**src/rtl/core/assert_macros.svh**
```systemverilog
// Assertion macros used by the top-level RTL file of the occupancy array engine.
`ifndef ASSERT_MACROS_SVH
`define ASSERT_MACROS_SVH
`ifndef SYNTHESIS
// Check a property on every rising clk edge, skipped while rst is high.
`define OAE_ASSERT(lbl, prop) \
  lbl: assert property (@(posedge clk) disable iff (rst) (prop)) \
    else $error("assertion failed in occupancy array engine");
// Check a property on every rising clk edge, reset cycles included.
`define OAE_ASSERT_ALWAYS(lbl, prop) \
  lbl: assert property (@(posedge clk) (prop)) \
    else $error("assertion failed in occupancy array engine");
`else
`define OAE_ASSERT(lbl, prop)
`define OAE_ASSERT_ALWAYS(lbl, prop)
`endif
`endif

```
**src/rtl/core/oae_pkg.sv**
```systemverilog
// Package of the occupancy array engine: default depth, widths, request and status codes, states.
`default_nettype none
package oae_pkg;

  localparam int DEPTH_DEF = 16;
  localparam int WORD_W    = 32;
  localparam int POS_W     = 8;
  localparam int REQ_W     = 3;
  localparam int STAT_W    = 3;

  localparam logic [REQ_W-1:0] REQ_ADD     = 3'd0;
  localparam logic [REQ_W-1:0] REQ_DELETE  = 3'd1;
  localparam logic [REQ_W-1:0] REQ_SWAP    = 3'd2;
  localparam logic [REQ_W-1:0] REQ_MINMAX  = 3'd3;
  localparam logic [REQ_W-1:0] REQ_SORT    = 3'd4;
  localparam logic [REQ_W-1:0] REQ_REVERSE = 3'd5;
  localparam logic [REQ_W-1:0] REQ_READ    = 3'd6;

  localparam logic [STAT_W-1:0] STAT_OK        = 3'd0;
  localparam logic [STAT_W-1:0] STAT_RANGE     = 3'd1;
  localparam logic [STAT_W-1:0] STAT_OCCUPIED  = 3'd2;
  localparam logic [STAT_W-1:0] STAT_ZERO      = 3'd3;
  localparam logic [STAT_W-1:0] STAT_ZERO_SWAP = 3'd4;

  typedef enum logic [3:0] {
    ST_IDLE,
    ST_CHECK,
    ST_ONE,
    ST_RD_A,
    ST_RD_B,
    ST_WR_X,
    ST_WR_Y,
    ST_SCAN,
    ST_DRAIN,
    ST_FINISH,
    ST_RESP
  } state_t;

endpackage
`default_nettype wire

```
**src/rtl/core/oae_ram.sv**
```systemverilog
// Generic simple dual-port RAM: one write port, one registered read port.
`default_nettype none
module oae_ram #(
  parameter int WIDTH = 32,
  parameter int DEPTH = 16
) (
  input  wire logic                     clk,
  input  wire logic                     we,
  input  wire logic [$clog2(DEPTH)-1:0] waddr,
  input  wire logic [WIDTH-1:0]         wdata,
  input  wire logic [$clog2(DEPTH)-1:0] raddr,
  output logic      [WIDTH-1:0]         rdata
);

  logic [WIDTH-1:0] mem [DEPTH];

  always_ff @(posedge clk) begin
    if (we) begin
      mem[waddr] <= wdata;
    end
    rdata <= mem[raddr];
  end

endmodule
`default_nettype wire

```
**src/rtl/core/occupancy_array_engine_unit.sv**
```systemverilog
// Top level of the occupancy array engine: request sequencer around one word RAM.
`default_nettype none
`include "assert_macros.svh"
//
// Channel   Direction  Transfer when       Payload
// request   in         start && !busy      req_type, value, pos_a, pos_b
// result    out        done (one cycle)    status, max_value, min_value, read_value
//
// Add, delete and read read one word, then write or report it; swap reads both words, then
//   writes both (neither when a slot holds zero); a position out of range or an unknown
//   request goes straight to the response; minmax scans every word; reverse exchanges each
//   mirrored pair; sort scans from each position to the last for the minimum and moves it
//   there. The word RAM has a single read port: every scan step reads one word.
// Reset (rst, synchronous) clears the sequencer and one valid bit per entry; an entry not
//   yet written reads as zero, so no clearing pass runs and a request is taken right after.
// busy is high from the accepting edge through the done cycle; results cannot be stalled.
//
module occupancy_array_engine_unit #(
  parameter int DEPTH = oae_pkg::DEPTH_DEF
) (
  input  wire logic                                clk,
  input  wire logic                                rst,
  input  wire logic                                start,
  output logic                                     busy,
  input  wire logic        [oae_pkg::REQ_W-1:0]    req_type,
  input  wire logic signed [oae_pkg::WORD_W-1:0]   value,
  input  wire logic        [oae_pkg::POS_W-1:0]    pos_a,
  input  wire logic        [oae_pkg::POS_W-1:0]    pos_b,
  output logic                                     done,
  output logic             [oae_pkg::STAT_W-1:0]   status,
  output logic signed      [oae_pkg::WORD_W-1:0]   max_value,
  output logic signed      [oae_pkg::WORD_W-1:0]   min_value,
  output logic signed      [oae_pkg::WORD_W-1:0]   read_value
);
  import oae_pkg::*;

  localparam int AW = $clog2(DEPTH);
  localparam logic [AW-1:0] LAST_IDX = AW'(DEPTH - 1);
  localparam logic [AW-1:0] SORT_END = AW'(DEPTH - 2);

  state_t state, state_next;

  // Latched request
  logic        [REQ_W-1:0]  req;
  logic signed [WORD_W-1:0] val;
  logic        [POS_W-1:0]  pa;
  logic        [POS_W-1:0]  pb;

  // Pair addresses and data for swap, reverse and the sort exchange
  logic        [AW-1:0]     xa;
  logic        [AW-1:0]     xb;
  logic signed [WORD_W-1:0] da;
  logic signed [WORD_W-1:0] db;

  // Scan pipeline: issue counter, start index, and the stage that sees read data
  logic        [AW-1:0]     scnt;
  logic        [AW-1:0]     sstart;
  logic                     pipe_vld;
  logic                     pipe_first;
  logic        [AW-1:0]     pipe_idx;

  // Scan results
  logic signed [WORD_W-1:0] mx;
  logic signed [WORD_W-1:0] mn;
  logic        [AW-1:0]     sel;
  logic signed [WORD_W-1:0] selval;
  logic signed [WORD_W-1:0] ival;

  // Result registers
  logic        [STAT_W-1:0] res_status;
  logic signed [WORD_W-1:0] res_max;
  logic signed [WORD_W-1:0] res_min;
  logic signed [WORD_W-1:0] res_read;

  // RAM port and occupancy of written entries
  logic                     wr_en;
  logic        [AW-1:0]     wr_addr;
  logic signed [WORD_W-1:0] wr_data;
  logic        [AW-1:0]     rd_addr;
  logic        [WORD_W-1:0] rdata;
  logic        [DEPTH-1:0]  valid;
  logic                     vld_q;
  logic signed [WORD_W-1:0] eff;

  logic                     a_ok;
  logic                     b_ok;
  logic        [AW-1:0]     pa_idx;
  logic        [AW-1:0]     pb_idx;
  logic                     eff_pos;
  logic                     swap_zero;
  logic                     rev_more;

  oae_ram #(
    .WIDTH (WORD_W),
    .DEPTH (DEPTH)
  ) u_ram (
    .clk   (clk),
    .we    (wr_en),
    .waddr (wr_addr),
    .wdata (wr_data),
    .raddr (rd_addr),
    .rdata (rdata)
  );

  // A never-written entry reads as zero
  assign eff       = vld_q ? $signed(rdata) : '0;
  assign a_ok      = (pa != '0) && (pa <= POS_W'(DEPTH));
  assign b_ok      = (pb != '0) && (pb <= POS_W'(DEPTH));
  assign pa_idx    = AW'(pa - POS_W'(1));
  assign pb_idx    = AW'(pb - POS_W'(1));
  assign eff_pos   = (eff != '0) && !eff[WORD_W-1];
  assign swap_zero = (da == '0) || (eff == '0);
  // Another pair remains while the advanced left index stays below the advanced right one
  assign rev_more  = ({1'b0, xa} + (AW+1)'(2)) < {1'b0, xb};

  assign busy       = (state != ST_IDLE);
  assign done       = (state == ST_RESP);
  assign status     = res_status;
  assign max_value  = res_max;
  assign min_value  = res_min;
  assign read_value = res_read;

  // Next state
  always_comb begin
    state_next = state;
    case (state)
      ST_IDLE: begin
        if (start) state_next = ST_CHECK;
      end
      ST_CHECK: begin
        case (req)
          REQ_ADD, REQ_DELETE, REQ_READ: state_next = a_ok ? ST_ONE : ST_RESP;
          REQ_SWAP:                      state_next = (a_ok && b_ok) ? ST_RD_A : ST_RESP;
          REQ_MINMAX, REQ_SORT:          state_next = ST_SCAN;
          REQ_REVERSE:                   state_next = ST_RD_A;
          default:                       state_next = ST_RESP;
        endcase
      end
      ST_ONE:  state_next = ST_RESP;
      ST_RD_A: state_next = ST_RD_B;
      ST_RD_B: state_next = ST_WR_X;
      ST_WR_X: begin
        state_next = (req == REQ_SWAP && swap_zero) ? ST_RESP : ST_WR_Y;
      end
      ST_WR_Y: begin
        if (req == REQ_REVERSE && rev_more) begin
          state_next = ST_RD_A;
        end else if (req == REQ_SORT && sstart != SORT_END) begin
          state_next = ST_SCAN;
        end else begin
          state_next = ST_RESP;
        end
      end
      ST_SCAN:   state_next = (scnt == LAST_IDX) ? ST_DRAIN : ST_SCAN;
      ST_DRAIN:  state_next = ST_FINISH;
      ST_FINISH: state_next = (req == REQ_SORT) ? ST_WR_X : ST_RESP;
      ST_RESP:   state_next = ST_IDLE;
      default:   state_next = ST_IDLE;
    endcase
  end

  // RAM control per state
  always_comb begin
    rd_addr = '0;
    wr_en   = 1'b0;
    wr_addr = xa;
    wr_data = eff;
    case (state)
      ST_CHECK: rd_addr = pa_idx;
      ST_ONE: begin
        wr_addr = pa_idx;
        if (req == REQ_ADD && !eff_pos) begin
          wr_en   = 1'b1;
          wr_data = val;
        end else if (req == REQ_DELETE && eff != '0) begin
          wr_en   = 1'b1;
          wr_data = '0;
        end
      end
      ST_RD_A: rd_addr = xa;
      ST_RD_B: rd_addr = xb;
      ST_WR_X: begin
        // Sort brings its exchange data from the scan; swap and reverse from the RAM
        wr_en   = !(req == REQ_SWAP && swap_zero);
        wr_addr = xa;
        wr_data = (req == REQ_SORT) ? db : eff;
      end
      ST_WR_Y: begin
        wr_en   = 1'b1;
        wr_addr = xb;
        wr_data = da;
      end
      ST_SCAN: rd_addr = scnt;
      default: ;
    endcase
  end

  // Sequencer registers and datapath
  always_ff @(posedge clk) begin
    if (rst) begin
      state    <= ST_IDLE;
      valid    <= '0;
      vld_q    <= 1'b0;
      pipe_vld <= 1'b0;
    end else begin
      state    <= state_next;
      vld_q    <= valid[rd_addr];
      pipe_vld <= (state == ST_SCAN);
      if (wr_en) valid[wr_addr] <= 1'b1;

      pipe_first <= (scnt == sstart);
      pipe_idx   <= scnt;

      case (state)
        ST_IDLE: begin
          // Latch the request and clear fields the request may not produce
          if (start) begin
            req        <= req_type;
            val        <= value;
            pa         <= pos_a;
            pb         <= pos_b;
            res_status <= STAT_OK;
            res_max    <= '0;
            res_min    <= '0;
            res_read   <= '0;
          end
        end
        ST_CHECK: begin
          scnt   <= '0;
          sstart <= '0;
          case (req)
            REQ_ADD, REQ_DELETE, REQ_READ: begin
              if (!a_ok) res_status <= STAT_RANGE;
            end
            REQ_SWAP: begin
              xa <= pa_idx;
              xb <= pb_idx;
              if (!(a_ok && b_ok)) res_status <= STAT_RANGE;
            end
            REQ_REVERSE: begin
              xa <= '0;
              xb <= LAST_IDX;
            end
            default: ;
          endcase
        end
        ST_ONE: begin
          case (req)
            REQ_ADD:    if (eff_pos) res_status <= STAT_OCCUPIED;
            REQ_DELETE: if (eff == '0) res_status <= STAT_ZERO;
            REQ_READ:   res_read <= eff;
            default: ;
          endcase
        end
        ST_RD_B: da <= eff;
        ST_WR_X: begin
          if (req == REQ_SWAP && swap_zero) res_status <= STAT_ZERO_SWAP;
        end
        ST_WR_Y: begin
          // Advance the mirrored pair, or the sort to its next position
          xa     <= xa + AW'(1);
          xb     <= xb - AW'(1);
          sstart <= sstart + AW'(1);
          scnt   <= sstart + AW'(1);
        end
        ST_SCAN: begin
          if (scnt != LAST_IDX) scnt <= scnt + AW'(1);
        end
        ST_FINISH: begin
          // Only minmax reports the extremes; sort leaves them zero
          if (req == REQ_MINMAX) begin
            res_max <= mx;
            res_min <= mn;
          end
          // Sort exchange: position gets the minimum, the minimum's slot gets its old word
          xa <= sstart;
          xb <= sel;
          db <= selval;
          da <= ival;
        end
        default: ;
      endcase

      // Scan compare on the word read the cycle before
      if (pipe_vld) begin
        if (pipe_first) begin
          mx     <= eff;
          mn     <= eff;
          sel    <= pipe_idx;
          selval <= eff;
          ival   <= eff;
        end else begin
          if (eff > mx) mx <= eff;
          if (eff < mn) mn <= eff;
          if (eff < selval) begin
            sel    <= pipe_idx;
            selval <= eff;
          end
        end
      end
    end
  end

  `OAE_ASSERT_ALWAYS(a_rst_idle, rst |=> !busy)
  `OAE_ASSERT(a_accept_busy, (start && !busy) |=> busy)
  `OAE_ASSERT(a_done_single, done |=> !done)
  `OAE_ASSERT(a_no_write_idle, !(state == ST_IDLE && wr_en))
  `OAE_ASSERT(a_pipe_from_scan, pipe_vld |-> $past(state) == ST_SCAN)

endmodule
`default_nettype wire
```
**config.mk**
```make
export PLATFORM = sky130hd
export DESIGN_NAME = occupancy_array_engine_unit
export DESIGN_NICKNAME = d
export VERILOG_FILES = /design/src/rtl/core/oae_pkg.sv /design/src/rtl/core/oae_ram.sv /design/src/rtl/core/occupancy_array_engine_unit.sv
export VERILOG_INCLUDE_DIRS = /design/src /design/src/rtl/core
export SDC_FILE = /design/constraint.sdc
export NUM_CORES = 1
export LEC_CHECK = 0
export ABC_AREA = 1
export BUFFER_PORTS_ARGS = -buffer_cell sky130_fd_sc_hd__buf_2
export CAP_MARGIN = 0
export CORE_MARGIN = 2
export CORE_UTILIZATION = 35
export CTS_BUF_LIST = sky130_fd_sc_hd__clkbuf_4 sky130_fd_sc_hd__clkbuf_8 sky130_fd_sc_hd__clkbuf_16
export CTS_CLUSTER_DIAMETER = 120
export CTS_CLUSTER_SIZE = 10
export DETAILED_ROUTE_END_ITERATION = 12
export MAX_ROUTING_LAYER = met4
export PLACE_DENSITY = 0.49
export SLEW_MARGIN = 40
export SYNTH_ARGS = -nofsm -noshare
export SYNTH_HDL_FRONTEND = slang
export SYNTH_SLANG_ARGS = --single-unit
```
**constraint.sdc**
```tcl
create_clock -name clk -period 19.45 [get_ports clk]
set_clock_uncertainty 0.05 [all_clocks]
set_input_delay 0.9725 -clock clk [delete_from_list [all_inputs] [get_ports clk]]
set_output_delay 0.9725 -clock clk [all_outputs]
set_load 0.005 [all_outputs]
```
==> flow_summary_export.csv <==
group,metric,value,unit
timing,relSlewSlack,0.385,
placed_design,half_perimeter_wire_length_after_detailed_placement,67800,um
critical_path,timing_worst_setup_path_type,"flip-flop to flip-flop",
cells_and_area,multi_input_comb_area,10900,um^2
global_routing,grt_pass1_vias,24700,
detailed_routing,post-route-drc-count,0,
worst_hold_path,min-delay-path-class,"flip-flop to flip-flop",
timing,layout_worst_path_cycle_share,0.201,
critical_path,worst_path_largest_cell_delay,0.45,ns
placed_design,gp_congestion,0.859,
timing,max_clock_freq,256,MHz
detailed_routing,totalWireLength,115000,um
run,reported_max_cap_violation_count,0,
clocking,postCtsHoldBufs,0,
timing,setup_ws,15.55,ns
critical_path,crit_top_cell,"nand2_1",
cells_and_area,layout.cells.most_common_list,"edfxtp_1, nor2_1, nand2_1",
cells_and_area,drive_gt1_frac,0.171,
clocking,cts.reportedPaths.clkPinSlew,0.06,ns
timing,timing.final.setup_violations,0,
global_routing,maximum_number_of_pins_on_one_net_before_global_route_repair,182,
detailed_routing,detail_route.first_pass.iterations,5,
power_and_ir_drop,power.density_cell_area,145,nW/um^2
global_routing,total_congestion_overflow_after_global_routing,0,
clocking,worst_skew_pair.late_latency,0.68,ns
timing,number_of_max_slew_violations_in_the_final_report,0,
placed_design,worst_setup_timing_slack_at_the_placement_stage,15.45,ns
global_routing,grt_first_pass_wirelength,169000,um
detailed_routing,viasPerCell,5.12,
placed_design,portBuffers,154,
timing,fin_setup_tns,0,ns
floorplan,io-pin-count,155,
timing,timing_hold_violations_final,0,
yosys,synth-seq-area-share,0.694,
critical_path,crit_path_top_delay_cell,"buf_4",
yosys,synthArstFlopShare,0,
critical_path,critical_path.startpoint_type,"flip-flop",
critical_path,worst_path_required,19.72,ns
timing,timing_worst_slew_pin_value,0.923,ns
clocking,clock_path_buffers,3,
critical_path,crit_family,"simple AND/OR/NAND/NOR gates",
critical_path,cp_cell_sequence,"buf_4 -> nand2_1 -> inv_1 -> ha_1 -> nand2_1 -> nor2_1 -> o21ai_0 -> nand3_1 -> nand2_1 -> nand2_1 -> nand2_1 -> nand3_1 -> nand3_1 -> nand2_1 -> buf_4",
yosys,netlist_instances,3287,
detailed_routing,vias,25700,
floorplan,floorplan.rows,123,
cells_and_area,flow.area_growth_from_synthesis,15.6,%
cells_and_area,total_nets_final,3590,
yosys,synth.net_count,3442,
clocking,cts_sinks,933,
power_and_ir_drop,total_leakage_power,16.6,nW
floorplan,core_area,112000,um^2
cells_and_area,fill_cells,10700,
clocking,ctsResizeCount,0,
detailed_routing,first_iter_violations,2445,
cells_and_area,ff_latch_area,27500,um^2
floorplan,fp.dieH,340,um
power_and_ir_drop,vdd.ir_drop.worst,0.0938,mV
yosys,ys_dominant_reg_cell,"edfxtp_1",
yosys,synth_warnings,0,
yosys,postSynthAreaPerCell,12.0,um^2
power_and_ir_drop,power,0.00664,W
critical_path,critPathArrivalTime,4.18,ns
clocking,cts_buffers,103,
detailed_routing,wl_per_cell,23.0,um
critical_path,critical_path_peak_fanout,32,
clocking,htree_num_levels,3,
global_routing,antenna_violations_before_repair,3,
clocking,tritoncts,"built",
critical_path,buffering_stage_count_on_the_worst_path_with_inverters_included,3,
clocking,clock_tree.root_cell,"clkbuf_16",
clocking,cts.repair_timing.setup_buffer_count,0,
critical_path,worstSetupEndpointType,"flip-flop",
yosys,synth_edf_count,879,
timing,fin_crit,3.90,ns
global_routing,grtUsageTotal,0.202,
timing,rsz0062_at_grt,"false",
status,run_status,"complete, no violations",
detailed_routing,ant_nets,0,
yosys,synthesis.area,39600,um^2
floorplan,die-area,116000,um^2
floorplan,die-width,340,um
yosys,synth.lib_cells_used.distinct,53,
cells_and_area,leading_cell_type_in_the_layout_fill_and_taps_excluded,"edfxtp_1",
floorplan,initial_utilization,0.352,
yosys,synth.ff_latch_count,933,
kinds of logic (layout without fill, tap and decap cells):
family / Yosys count / count (layout) / synth area share
flops: 933 / 933 / 0.694
simple gates: 1294 / 1294 / 0.146
fa+ha+maj: 101 / 101 / 0.0319
buf+inv: 398 / 631 / 0.0409
compound gates: 552 / 552 / 0.0847
other cells: 0 / 1 / 0
xor+xnor: 9 / 9 / 0.00199
final timing paths:
kind / cells past startpoint / start / slack [ns] / to
min reg2reg: 0 / pipe_idx[2] / 0.37 / sel[2]
min: 0 / pipe_idx[2] / 0.37 / sel[2]
max reg2reg: 15 / vld_q / 15.55 / mx[5]
max: 15 / vld_q / 15.55 / mx[5]
synth_stat cells, types with 5 or more instances:
| library cell | count | area [um^2] |
|---|---|---|
| ha_1 | 101 | 1260 |
| o21ai_0 | 218 | 1090 |
| dfxtp_1 | 54 | 1080 |
| or2_1 | 5 | 31.3 |
| or2_0 | 50 | 313 |
| buf_1 | 27 | 101 |
| nor2_2 | 5 | 31.3 |
| a31oi_1 | 34 | 213 |
| buf_6 | 5 | 56.3 |
| nand2_2 | 27 | 169 |
| edfxtp_1 | 879 | 26400 |
| nor3_1 | 8 | 40.0 |
| or2_2 | 79 | 494 |
| a211oi_1 | 40 | 300 |
| o22ai_1 | 5 | 31.3 |
| clkbuf_1 | 79 | 297 |
| nand3_1 | 242 | 1210 |
| nand2_1 | 323 | 1210 |
| a21oi_1 | 91 | 455 |
| xor2_1 | 5 | 43.8 |
| buf_2 | 52 | 260 |
| inv_1 | 226 | 848 |
| nand2_4 | 7 | 78.8 |
| nand4_1 | 43 | 269 |
| a21oi_2 | 7 | 61.3 |
| nor2_1 | 497 | 1870 |
| o211ai_1 | 134 | 1010 |
routing by layer:
metal / global-route usage / routed length [um]
met5: - / 0
met4: 0.0511 / 2330
met3: 0.0298 / 7380
met2: 0.301 / 51400
met1: 0.291 / 54300
layout make-up:
class,count,share of cell area
diodes,1,0.0000547
clock buffers,184,0.0700
clock inverters,6,0.00219
inverters,231,0.0190
multi-input cells,1956,0.238
flip-flops and latches,933,0.601
well taps,1500,0.0410
repair buffers,210,0.0290
stage by stage:
| step | instance area [um^2] | instances | util | hold WS (ns) |
|---|---|---|---|---|
| after floorplan | 39600 | 3287 | - | 0.350 |
| after global placement | 42000 | 4823 | 0.374 | 0.353 |
| after detailed placement | 42300 | 4827 | 0.376 | 0.355 |
| after CTS | 45600 | 5017 | 0.406 | 0.368 |
| after global routing | 45700 | 5020 | 0.407 | 0.377 |
| final | 45700 | 5021 | 0.407 | 0.368 |
state kept, by name, indices dropped and copies added (netlist names), 8 cells and up:
| signal | flops |
|---|---|
| da | 32 |
| db | 32 |
| ival | 32 |
| max_value | 32 |
| min_value | 32 |
| mn | 32 |
| mx | 32 |
| pa | 8 |
| pb | 8 |
| read_value | 32 |
| selval | 32 |
| u_ram.mem | 512 |
| u_ram.rdata | 32 |
| val | 32 |
| valid | 16 |
power by group:
group / leakage, nW / internal [W] / switching [W]
clock: 1.69 / 0.00112 / 0.000782
combinational: 6.36 / 0.000536 / 0.00151
sequential: 8.57 / 0.00262 / 0.0000765
Note: power is estimated with default switching activity, not from simulation.
